### src/hdl/smh_pkg.sv
// ----------------------------------------------------------------------------
// smh_pkg
// Shared types, constants and round functions of the SHA-256 hasher.
// ----------------------------------------------------------------------------
package smh_pkg;

   localparam int unsigned WORD_W  = 32;
   localparam int unsigned BLOCK_W = 512;
   localparam int unsigned LEN_W   = 64;

   localparam logic [5:0] POS_LAST = 6'd63;
   localparam logic [5:0] POS_LEN  = 6'd56;
   localparam logic [5:0] RND_LAST = 6'd63;
   localparam logic [2:0] IDX_LAST = 3'd7;
   localparam logic [7:0] PAD_MARK = 8'h80;
   localparam logic [7:0] PAD_ZERO = 8'h00;

   // initial hash value, H0 at index 0
   localparam logic [7:0][31:0] SMH_IV = {
      32'h5be0cd19, 32'h1f83d9ab, 32'h9b05688c, 32'h510e527f,
      32'ha54ff53a, 32'h3c6ef372, 32'hbb67ae85, 32'h6a09e667
   };

   typedef enum logic [2:0] {
      S_IDLE,
      S_MARK,
      S_ZERO,
      S_ROUND,
      S_FOLD,
      S_OUT
   } state_type;

   typedef struct packed {
      logic             shift_byte;
      logic [7:0]       byte_val;
      logic             load_len;
      logic [LEN_W-1:0] length;
      logic             start;
      logic             round;
      logic [5:0]       rnd;
      logic             fold;
      logic             init_chain;
   } ctrl_type;

   function automatic logic [31:0] big_s0(input logic [31:0] x);
      return {x[1:0], x[31:2]} ^ {x[12:0], x[31:13]} ^ {x[21:0], x[31:22]};
   endfunction

   function automatic logic [31:0] big_s1(input logic [31:0] x);
      return {x[5:0], x[31:6]} ^ {x[10:0], x[31:11]} ^ {x[24:0], x[31:25]};
   endfunction

   function automatic logic [31:0] small_s0(input logic [31:0] x);
      return {x[6:0], x[31:7]} ^ {x[17:0], x[31:18]} ^ {3'b000, x[31:3]};
   endfunction

   function automatic logic [31:0] small_s1(input logic [31:0] x);
      return {x[16:0], x[31:17]} ^ {x[18:0], x[31:19]} ^ {10'b0, x[31:10]};
   endfunction

   function automatic logic [31:0] choose(input logic [31:0] e, input logic [31:0] f,
                                          input logic [31:0] g);
      return (e & f) ^ (~e & g);
   endfunction

   function automatic logic [31:0] majority(input logic [31:0] a, input logic [31:0] b,
                                            input logic [31:0] c);
      return (a & b) ^ (a & c) ^ (b & c);
   endfunction

   // round constants
   function automatic logic [31:0] round_k(input logic [5:0] r);
      logic [31:0] k;
      case (r)
         6'd0:  k = 32'h428a2f98;  6'd1:  k = 32'h71374491;
         6'd2:  k = 32'hb5c0fbcf;  6'd3:  k = 32'he9b5dba5;
         6'd4:  k = 32'h3956c25b;  6'd5:  k = 32'h59f111f1;
         6'd6:  k = 32'h923f82a4;  6'd7:  k = 32'hab1c5ed5;
         6'd8:  k = 32'hd807aa98;  6'd9:  k = 32'h12835b01;
         6'd10: k = 32'h243185be;  6'd11: k = 32'h550c7dc3;
         6'd12: k = 32'h72be5d74;  6'd13: k = 32'h80deb1fe;
         6'd14: k = 32'h9bdc06a7;  6'd15: k = 32'hc19bf174;
         6'd16: k = 32'he49b69c1;  6'd17: k = 32'hefbe4786;
         6'd18: k = 32'h0fc19dc6;  6'd19: k = 32'h240ca1cc;
         6'd20: k = 32'h2de92c6f;  6'd21: k = 32'h4a7484aa;
         6'd22: k = 32'h5cb0a9dc;  6'd23: k = 32'h76f988da;
         6'd24: k = 32'h983e5152;  6'd25: k = 32'ha831c66d;
         6'd26: k = 32'hb00327c8;  6'd27: k = 32'hbf597fc7;
         6'd28: k = 32'hc6e00bf3;  6'd29: k = 32'hd5a79147;
         6'd30: k = 32'h06ca6351;  6'd31: k = 32'h14292967;
         6'd32: k = 32'h27b70a85;  6'd33: k = 32'h2e1b2138;
         6'd34: k = 32'h4d2c6dfc;  6'd35: k = 32'h53380d13;
         6'd36: k = 32'h650a7354;  6'd37: k = 32'h766a0abb;
         6'd38: k = 32'h81c2c92e;  6'd39: k = 32'h92722c85;
         6'd40: k = 32'ha2bfe8a1;  6'd41: k = 32'ha81a664b;
         6'd42: k = 32'hc24b8b70;  6'd43: k = 32'hc76c51a3;
         6'd44: k = 32'hd192e819;  6'd45: k = 32'hd6990624;
         6'd46: k = 32'hf40e3585;  6'd47: k = 32'h106aa070;
         6'd48: k = 32'h19a4c116;  6'd49: k = 32'h1e376c08;
         6'd50: k = 32'h2748774c;  6'd51: k = 32'h34b0bcb5;
         6'd52: k = 32'h391c0cb3;  6'd53: k = 32'h4ed8aa4a;
         6'd54: k = 32'h5b9cca4f;  6'd55: k = 32'h682e6ff3;
         6'd56: k = 32'h748f82ee;  6'd57: k = 32'h78a5636f;
         6'd58: k = 32'h84c87814;  6'd59: k = 32'h8cc70208;
         6'd60: k = 32'h90befffa;  6'd61: k = 32'ha4506ceb;
         6'd62: k = 32'hbef9a3f7;  6'd63: k = 32'hc67178f2;
         default: k = 32'h0;
      endcase
      return k;
   endfunction

endpackage

### src/hdl/smh_core.sv
// ----------------------------------------------------------------------------
// smh_core
// Block buffer / schedule window, working variables, chaining value and the
// single shared round unit.
// ----------------------------------------------------------------------------
module smh_core import smh_pkg::*; (
   input  logic              clock,
   input  logic              reset,
   input  ctrl_type          ctrl,
   input  logic [2:0]        out_idx,
   output logic [WORD_W-1:0] digest_word
);

   // buffer word j sits at bits [511-32j -: 32]; the same register is the
   // schedule window during the rounds (oldest word in the top slot)
   logic [BLOCK_W-1:0] blk_ff, blk_in;
   logic [7:0][31:0]   vars_ff, vars_in;
   logic [7:0][31:0]   chain_ff, chain_in;

   logic [31:0] w_0, w_1, w_9, w_14, w_sched, w_cur, t1, t2;

   assign w_0  = blk_ff[511:480];
   assign w_1  = blk_ff[479:448];
   assign w_9  = blk_ff[223:192];
   assign w_14 = blk_ff[63:32];

   always_comb begin
      w_sched = small_s1(w_14) + w_9 + small_s0(w_1) + w_0;
      w_cur   = (ctrl.rnd[5:4] == 2'b00) ? w_0 : w_sched;
      t1 = vars_ff[7] + big_s1(vars_ff[4]) + choose(vars_ff[4], vars_ff[5], vars_ff[6])
         + round_k(ctrl.rnd) + w_cur;
      t2 = big_s0(vars_ff[0]) + majority(vars_ff[0], vars_ff[1], vars_ff[2]);

      blk_in = blk_ff;
      if (ctrl.shift_byte) begin
         blk_in = {blk_ff[BLOCK_W-9:0], ctrl.byte_val};
      end else if (ctrl.load_len) begin
         blk_in = {blk_ff[BLOCK_W-LEN_W-1:0], ctrl.length};
      end else if (ctrl.round) begin
         blk_in = {blk_ff[BLOCK_W-WORD_W-1:0], w_cur};
      end

      vars_in = vars_ff;
      if (ctrl.start) begin
         vars_in = chain_ff;
      end else if (ctrl.round) begin
         vars_in[0] = t1 + t2;
         vars_in[1] = vars_ff[0];
         vars_in[2] = vars_ff[1];
         vars_in[3] = vars_ff[2];
         vars_in[4] = vars_ff[3] + t1;
         vars_in[5] = vars_ff[4];
         vars_in[6] = vars_ff[5];
         vars_in[7] = vars_ff[6];
      end

      chain_in = chain_ff;
      if (ctrl.init_chain) begin
         chain_in = SMH_IV;
      end else if (ctrl.fold) begin
         for (int i = 0; i < 8; i++) begin
            chain_in[i] = chain_ff[i] + vars_ff[i];
         end
      end
   end

   always_ff @(posedge clock) begin
      blk_ff  <= blk_in;
      vars_ff <= vars_in;
   end

   always_ff @(posedge clock) begin
      if (reset) begin
         chain_ff <= SMH_IV;
      end else begin
         chain_ff <= chain_in;
      end
   end

   assign digest_word = chain_ff[out_idx];

endmodule

### src/hdl/smh_ctrl.sv
// ----------------------------------------------------------------------------
// smh_ctrl
// Sequencer: byte intake, padding, round count and digest readout.
// ----------------------------------------------------------------------------
module smh_ctrl import smh_pkg::*; (
   input  logic       clock,
   input  logic       reset,
   input  logic       in_valid,
   output logic       in_ready,
   input  logic [7:0] in_byte,
   input  logic       in_has_byte,
   input  logic       in_end,
   output logic       out_valid,
   input  logic       out_ready,
   output logic [2:0] out_idx,
   output logic       out_last,
   output ctrl_type   ctrl
);

   state_type        state_ff, state_in;
   state_type        resume_ff, resume_in;   // where to go after the fold
   logic [5:0]       pos_ff, pos_in;         // byte slot in the block
   logic [LEN_W-1:0] bits_ff, bits_in;
   logic [5:0]       rnd_ff, rnd_in;
   logic [2:0]       oidx_ff, oidx_in;

   always_ff @(posedge clock) begin
      if (reset) begin
         state_ff  <= S_IDLE;
         resume_ff <= S_IDLE;
         pos_ff    <= '0;
         bits_ff   <= '0;
         rnd_ff    <= '0;
         oidx_ff   <= '0;
      end else begin
         state_ff  <= state_in;
         resume_ff <= resume_in;
         pos_ff    <= pos_in;
         bits_ff   <= bits_in;
         rnd_ff    <= rnd_in;
         oidx_ff   <= oidx_in;
      end
   end

   always_comb begin
      state_in  = state_ff;
      resume_in = resume_ff;
      pos_in    = pos_ff;
      bits_in   = bits_ff;
      rnd_in    = rnd_ff;
      oidx_in   = oidx_ff;
      in_ready  = 1'b0;
      out_valid = 1'b0;
      ctrl      = '0;
      ctrl.length = bits_ff;
      ctrl.rnd    = rnd_ff;

      case (state_ff)
         S_IDLE: begin
            in_ready = 1'b1;
            if (in_valid) begin
               if (in_has_byte) begin
                  ctrl.shift_byte = 1'b1;
                  ctrl.byte_val   = in_byte;
                  pos_in  = pos_ff + 6'd1;
                  bits_in = bits_ff + 64'd8;
               end
               if (in_has_byte && pos_ff == POS_LAST) begin
                  ctrl.start = 1'b1;
                  resume_in  = in_end ? S_MARK : S_IDLE;
                  state_in   = S_ROUND;
               end else if (in_end) begin
                  state_in = S_MARK;
               end
            end
         end
         S_MARK: begin
            ctrl.shift_byte = 1'b1;
            ctrl.byte_val   = PAD_MARK;
            pos_in = pos_ff + 6'd1;
            if (pos_ff == POS_LAST) begin
               ctrl.start = 1'b1;
               resume_in  = S_ZERO;
               state_in   = S_ROUND;
            end else begin
               state_in = S_ZERO;
            end
         end
         S_ZERO: begin
            if (pos_ff == POS_LEN) begin
               ctrl.load_len = 1'b1;
               ctrl.start    = 1'b1;
               pos_in    = '0;
               resume_in = S_OUT;
               state_in  = S_ROUND;
            end else begin
               ctrl.shift_byte = 1'b1;
               ctrl.byte_val   = PAD_ZERO;
               pos_in = pos_ff + 6'd1;
               if (pos_ff == POS_LAST) begin
                  ctrl.start = 1'b1;
                  resume_in  = S_ZERO;
                  state_in   = S_ROUND;
               end
            end
         end
         S_ROUND: begin
            ctrl.round = 1'b1;
            rnd_in = rnd_ff + 6'd1;
            if (rnd_ff == RND_LAST) begin
               state_in = S_FOLD;
            end
         end
         S_FOLD: begin
            ctrl.fold = 1'b1;
            state_in  = resume_ff;
         end
         S_OUT: begin
            out_valid = 1'b1;
            if (out_ready) begin
               oidx_in = oidx_ff + 3'd1;
               if (oidx_ff == IDX_LAST) begin
                  ctrl.init_chain = 1'b1;
                  bits_in  = '0;
                  state_in = S_IDLE;
               end
            end
         end
         default: begin
            state_in = S_IDLE;
         end
      endcase
   end

   assign out_idx  = oidx_ff;
   assign out_last = (oidx_ff == IDX_LAST);

endmodule

### src/hdl/sha256_message_hasher_unit.sv
// ----------------------------------------------------------------------------
// sha256_message_hasher_unit
// Byte-serial SHA-256 hasher with one shared round unit.
// ----------------------------------------------------------------------------
//  channel | dir | tdata                         | tuser    | tlast
//  req     | in  | [7:0] data_byte               | has_byte | end_of_message
//  rsp     | out | [31:0] digest_word,           | -        | last_word
//          |     | [34:32] word_index, [39:35] 0 |          |
//
//  Each message byte is taken while the unit is idle; every 64th byte starts
//  a compression (64 rounds on the single round unit, then a fold into the
//  chaining value), during which no further byte is taken.
//  End of message: pad bytes up to slot 56, the length, one or two
//  compressions, then 8 digest words.
//  Synchronous reset returns the chaining value to the initial hash and
//  clears the byte and bit counts.
//  req_tready is low while a block is compressed, padded or read out;
//  rsp_tready low holds the current digest word.
// ----------------------------------------------------------------------------
module sha256_message_hasher_unit import smh_pkg::*; (
   input  logic        clock,
   input  logic        reset,
   // input words
   input  logic        req_tvalid,
   output logic        req_tready,
   input  logic [7:0]  req_tdata,   // [7:0] data_byte
   input  logic [0:0]  req_tuser,   // [0] has_byte
   input  logic        req_tlast,   // end_of_message
   // digest words
   output logic        rsp_tvalid,
   input  logic        rsp_tready,
   output logic [39:0] rsp_tdata,   // [31:0] digest_word, [34:32] word_index, rest 0
   output logic        rsp_tlast    // last_word
);

   ctrl_type          ctrl;
   logic [2:0]        out_idx;
   logic [WORD_W-1:0] digest_word;

   // sequencer: intake, padding, round count, readout
   smh_ctrl u_ctrl (
      .clock       (clock),
      .reset       (reset),
      .in_valid    (req_tvalid),
      .in_ready    (req_tready),
      .in_byte     (req_tdata),
      .in_has_byte (req_tuser[0]),
      .in_end      (req_tlast),
      .out_valid   (rsp_tvalid),
      .out_ready   (rsp_tready),
      .out_idx     (out_idx),
      .out_last    (rsp_tlast),
      .ctrl        (ctrl)
   );

   // datapath: buffer/window, working vars, chaining value, round unit
   smh_core u_core (
      .clock       (clock),
      .reset       (reset),
      .ctrl        (ctrl),
      .out_idx     (out_idx),
      .digest_word (digest_word)
   );

   assign rsp_tdata = {5'b0, out_idx, digest_word};

endmodule

### config.mk
export PLATFORM = sky130hd
export DESIGN_NAME = sha256_message_hasher_unit
export DESIGN_NICKNAME = d
export VERILOG_FILES = /design/src/hdl/smh_pkg.sv /design/src/hdl/smh_core.sv /design/src/hdl/smh_ctrl.sv /design/src/hdl/sha256_message_hasher_unit.sv
export SDC_FILE = /design/constraint.sdc
export NUM_CORES = 2
export LEC_CHECK = 0
export ABC_AREA = 1
export BUFFER_PORTS_ARGS = -buffer_cell sky130_fd_sc_hd__buf_2
export CAP_MARGIN = 20
export CORE_MARGIN = 8
export CORE_UTILIZATION = 50
export CTS_CLUSTER_SIZE = 30
export DETAILED_ROUTE_END_ITERATION = 8
export HOLD_SLACK_MARGIN = 0.05
export PLACE_DENSITY = 0.7
export SETUP_SLACK_MARGIN = 0.15
export SLEW_MARGIN = 25
export SYNTH_ARGS = -nofsm -noshare
export SYNTH_HDL_FRONTEND = slang
export SYNTH_SLANG_ARGS = --single-unit
### constraint.sdc
create_clock -name clock -period 22.5 [get_ports clock]
set_input_delay 2.25 -clock clock [delete_from_list [all_inputs] [get_ports clock]]
set_output_delay 2.25 -clock clock [all_outputs]
set_load 0.03 [all_outputs]
== Yosys cells after proc, flatten, opt, wreduce, memory -nomap -nowiden ==
Memory sizes are Yosys's and may differ from the RTL's. A register that Yosys moved wholly into a read port is not among the register bits.
Cells that the tools add are included.
Word-level totals
  register bits after elaboration: 1109
  memories kept: 1
  output and inout bits: 43
  input port bits: 14
  bits in read-only memories: 2048
  logic and storage cells: 147
Cells by class
  equal/unequal tests: 17
  $lt $le $gt $ge: 1
  bitwise gates (word level): 17
  reductions and logical operators: 13
  $add $sub $neg: 22
  mux-type cells: 53
Memories
  (name not given): depth 64, bits a word 32, rd ports 1, clocked after Yosys merged registers in 1, write ports 0, RTL line smh_pkg.sv:74  | case (r)
Operators by type and width (number)
  two-way mux 512 bit: 3
  adder 32 bit: 18
  two-way mux 256 bit: 2
  XOR 32 bit: 9
  two-way mux 64 bit: 4
  AND 32 bit: 5
  one-hot mux 64 bit (2 select lines): 1
  binary-select mux 32 bit (select 3 bit): 1
  adder 64 x 4 -> 64 bit (second input constant): 1
  two-way mux 32 bit: 2
  two-way mux 3 bit: 12
  inverter 32 bit: 1
  XOR 32 x 22 -> 32 bit: 1
  XOR 32 x 29 -> 32 bit: 1
  two-way mux 6 bit: 5
  two-way mux 9 bit: 3
  one-hot mux 9 bit (3 select lines): 1
  equality test 6 bit (second input constant): 3
  one-hot mux 3 bit (6 select lines): 1
  one-hot mux 6 bit (3 select lines): 1
  two-way mux 1 bit: 15
  adder 6 x 1 -> 6 bit (second input constant): 2
  equality test 3 bit (second input constant): 3
  one-hot mux 3 bit (3 select lines): 1
  19 further kinds: 27

== Depth between registers and ports, before layout ==
  depth after elaboration: 10
  depth in mapped cells: 47

== Cells and area by module ==
Synthesis repeated with hierarchy kept, for this count alone.
Second synthesis, totals
  cell total of the unflattened synthesis: 11381
  area, all modules: 84238.3 sq um
Modules (own cells, without submodules)
  smh_core: seq. area each 28187.0 sq um, times used 1, cells each 10500, area an instance 79162.2 sq um
  smh_ctrl: seq. area each 1641.6 sq um, times used 1, cells each 875, area an instance 5034.8 sq um
  sha256_message_hasher_unit: seq. area each 0.0 sq um, times used 1, cells each 6, area an instance 41.3 sq um

== Least setup slack after synthesis ==
Ideal clock, no wire load.
  path type: input -> register
  start point: in req_tuser
  end point: reg u_core.blk_ff[0], enable pin
  cell stages on the path: 6
  data arrival time: 14.404 ns
  slack: 3.191 ns
  buffers on the path: 2
  setup time: 4.905 ns
  cells stage by stage: nand2_2 > nor2_4 > nor2_2 > buf_2 > clkbuf_1 > nand3_1
Between the ends
  cells in the longest elaborated chain, start to end: 4
Ends and longest elaborated chain
  start: declaration: RTL line sha256_message_hasher_unit.sv:27  | input logic [0:0] req_tuser,
  two-way mux 9 bit: RTL line smh_ctrl.sv:62  | if (in_has_byte) begin
  two-way mux 9 bit: RTL line smh_ctrl.sv:61  | if (in_valid) begin
  one-hot mux 9 bit (3 select lines): RTL line smh_ctrl.sv:58  | case (state_ff)
  nonzero test 3 bit (no line)
  end signal: assignment: RTL line smh_core.sv:68  | blk_ff <= blk_in;
  end: declaration: RTL line smh_core.sv:16  | logic [BLOCK_W-1:0] blk_ff, blk_in;
No other way between the ends.
A chain may end at the register's enable or synchronous reset.

==> impl_metrics.csv <==
group,metric,value,unit
sta,fmax,99.60,MHz
routing,vias,79610,
synth,synth_ff_type,"edfxtp_1",
final_layout,syn_to_final_growth,7.582,%
sta,finalSetupViolCount,0,
critical_path,cp_data_arrival_time,10580,ps
final_layout,fin_nets,11433,
global_route,grt_pass1_wl,501.4,mm
critical_path,crit_top_cell,"o21ai_0",
global_route,grt_max_degree,313,
outcome,status,"complete, no violations",
synth,synth_edf_count,768,
final_layout,seqCellArea,30480,um^2
floorplanning,rows,151,
placed_design,dp_cells,12904,
clock_network,ctsResizeCount,0,
floorplanning,fp.dieArea,182600,um^2
clock_network,clk_latency,830,ps
placed_design,port_buffers,51,
sta,setup_tns,0,ps
routing,drc,0,
sta,fin_crit,10040,ps
critical_path,ff2ff_path_depth,35,
routing,totalWireLength,346.4,mm
routing,wl_per_cell,26.30,um
critical_path,worstSetupPathType,"reg -> reg",
critical_path,rr_startpoint,"u_core.blk_ff[458]",
clock_network,hold_buffers,0,
synth,synth_top_area_cell,"edfxtp_1",
placed_design,place_hpwl,266.5,mm
min_path,min_from,"u_ctrl.resume_ff[1]",
clock_network,numCtsBuffers,139,
floorplanning,ioPinCount,57,
synth,yosysTopAreaCellShare,27.26,%
floorplanning,core_area,168700,um^2
synth,async_flop_share,0,%
sta,period_share,44.62,%
min_path,holdPathStages,2,
placed_design,gp_congestion,1.036,
synth,synth_area_per_cell,7.614,um^2
critical_path,regToRegSetupSlack,12460,ps
min_path,holdCritPathClass,"reg -> reg",
global_route,grt_antenna_before_repair,9,
synth,yosys_warnings,0,
synth,synth_cell_types,71,
clock_network,post-cts-setup-buffers,0,
sta,slew_headroom,12.10,%
routing,drtIter0Drc,9427,
final_layout,finalNonFillerCells,13170,
synth,netlist_area,84600,um^2
floorplanning,die_w,427.3,um
clock_network,cts.sinks,1138,
final_layout,drive_gt1_share,4.275,%
clock_network,htreeDepth,4,
synth,synth_area_leaders,"edfxtp_1 27%, nand2_1 9.9%, dfxtp_1 8.8%",
synth,ys_seq_elements,1138,
clock_network,cts_tree,"yes",
clock_network,clk_path_buf_depth,3,
routing,ant_nets,0,
final_layout,multi_input_area,45810,um^2
critical_path,reg2reg_to,"u_core.vars_ff[26]",
critical_path,critPathMaxStageDelay,600,ps
global_route,track_usage,36.78,%
floorplanning,initial_utilization,50.14,%
sta,fin_skew,38.41,ps
critical_path,end_kind,"flip-flop",
sta,final_max_slew_viol_count,0,
min_path,min_to,"u_ctrl.resume_ff[1]",
critical_path,cp.required,23040,ps
critical_path,crit_start,"u_core.blk_ff[458]",
critical_path,path_max_fanout,5,
sta,rsz0062_at_grt,"false",
sta,tightest_slew,1319,ps
routing,firstDrtPassIters,9,
sta,hold_viol_final,0,
synth,seq_area_frac_synth,36.01,%
final_layout,fill_cells,16250,
critical_path,cp_slowest_cell,"xor2_1",
clock_network,root_buffer,"clkbuf_16",
floorplanning,dieHeight,427.3,um
synth,synthCells,11111,
job,drv_cap,0,
critical_path,worstSetupStartpointType,"flip-flop",
clock_network,cts.clk_slew.worst_paths,60,ps
global_route,grt_overflow,0,
routing,drt-vias-per-instance,6.045,
global_route,grt_pass1_vias,75551,
-- metal layers --
metal  part of all wire (%)  up-vias  global-route usage, %
li1                       -    36971                      -
met1                     39    37991                  46.16
met4                    8.2        8                  24.79
met3                    8.0      820                  6.240
met5                  0.014        -                      0
met2                     45     3820                  58.15
-- sequential cells by signal (all words and copies together), names as in the netlist, named ones only --
| signal | cells |
|---|---|
| u_core.chain_ff | 256 |
| u_ctrl.bits_ff | 61 |
| u_ctrl.rnd_ff | 6 |
| u_ctrl.resume_ff | 3 |
| u_ctrl.pos_ff | 6 |
| u_ctrl.state_ff | 3 |
| u_core.blk_ff | 512 |
| u_core.vars_ff | 256 |
| u_ctrl.out_idx | 3 |
-- logic make-up (layout without fill, tap and decap cells) --
| kind of cell | count (synthesis) | count (layout) | synth area share [%] |
|---|---|---|---|
| simple gates | 3524 | 3524 | 17.13 |
| compound gates | 3195 | 3195 | 21.64 |
| buf+inv | 2198 | 2031 | 9.924 |
| flops | 1138 | 1138 | 36.01 |
| fa+ha+maj | 596 | 596 | 10.52 |
| xor+xnor | 450 | 450 | 4.659 |
| mux | 9 | 9 | 0.1065 |
| other cells | 1 | 9 | 0.004432 |
-- metrics by stage --
stage	hold slack (ps)	utilization, %	setup slack (ps)	instance area [um^2]
after floorplan	422.3	-	3191	84620
after global placement	437.8	51.07	12700	86170
after detailed placement	447.5	51.08	12630	86170
after CTS	457.3	53.89	12560	90920
after global routing	489.7	53.94	11860	91010
final	456.7	53.95	12460	91020
-- cell type report --
| class | count | area share [%] |
|---|---|---|
| Clock inverter | 68 | 0.9403 |
| Inverter | 1638 | 6.776 |
| Clock buffer | 191 | 4.281 |
| Multi-Input combinational cell | 7779 | 50.33 |
| Timing Repair Buffer | 134 | 1.127 |
| Antenna cell | 4 | 0.01100 |
| Sequential cell | 1138 | 33.48 |
| Tap cell | 2218 | 3.049 |
-- critical path: cells and delay by family (launching register included) --
family                   cells  cell delay, ps
AO/OA/AOI/OAI               14            3500
buffers and inverters        5             460
flip-flops                   1             530
AND/OR/NAND/NOR              4             360
adder cells (fa/ha/maj)      8            3710
XOR/XNOR                     4            1180
-- Yosys cell counts, types with 74 or more instances --
master / number
a21oi_1: 891
edfxtp_1: 768
ha_1: 394
o21ai_0: 1340
nor3_1: 128
nand3_1: 362
xnor2_1: 178
nor2_1: 588
dfxtp_1: 370
buf_2: 95
nand2_1: 2236
a31oi_1: 82
clkbuf_1: 408
xor2_1: 272
o21bai_1: 74
inv_1: 1626
o211ai_1: 520
fa_1: 195
-- layout by cell type (no fill, tap or decap), types with 11 or more instances in the layout --
cell type,instances
clkbuf_8,18
xnor2_1,178
nand4_1,67
inv_2,11
o22ai_1,24
a221oi_1,20
or2_2,49
buf_4,73
o31ai_1,13
o21ai_0,1334
a21o_1,59
o21ai_1,47
a211oi_1,14
clkinv_1,11
o211ai_1,520
clkinv_2,21
nand2_1,2234
o221ai_1,26
ha_1,394
xor2_1,272
dfxtp_1,367
o21bai_1,74
a31oi_1,82
nand3_1,360
buf_2,51
nor2_1,586
clkbuf_16,141
a21oi_1,891
nor3_1,128
inv_1,1621
a21boi_0,18
o21a_1,19
fa_1,195
nor4_1,36
edfxtp_1,768
clkbuf_1,32
-- how the worst max path moves through the flow --
stage                                     to  slack, ps  cells after the start
after floorplan             u_core.blk_ff[0]       3190                      6
after global placement    u_core.vars_ff[23]      12700                     37
after detailed placement  u_core.vars_ff[23]      12630                     37
after CTS                 u_core.vars_ff[23]      12560                     37
after global routing      u_core.vars_ff[26]      11860                     35
final                     u_core.vars_ff[26]      12460                     35
Power is not shown: default switching activity piles up to over one toggle a cycle in this logic, so the estimate is an artifact.
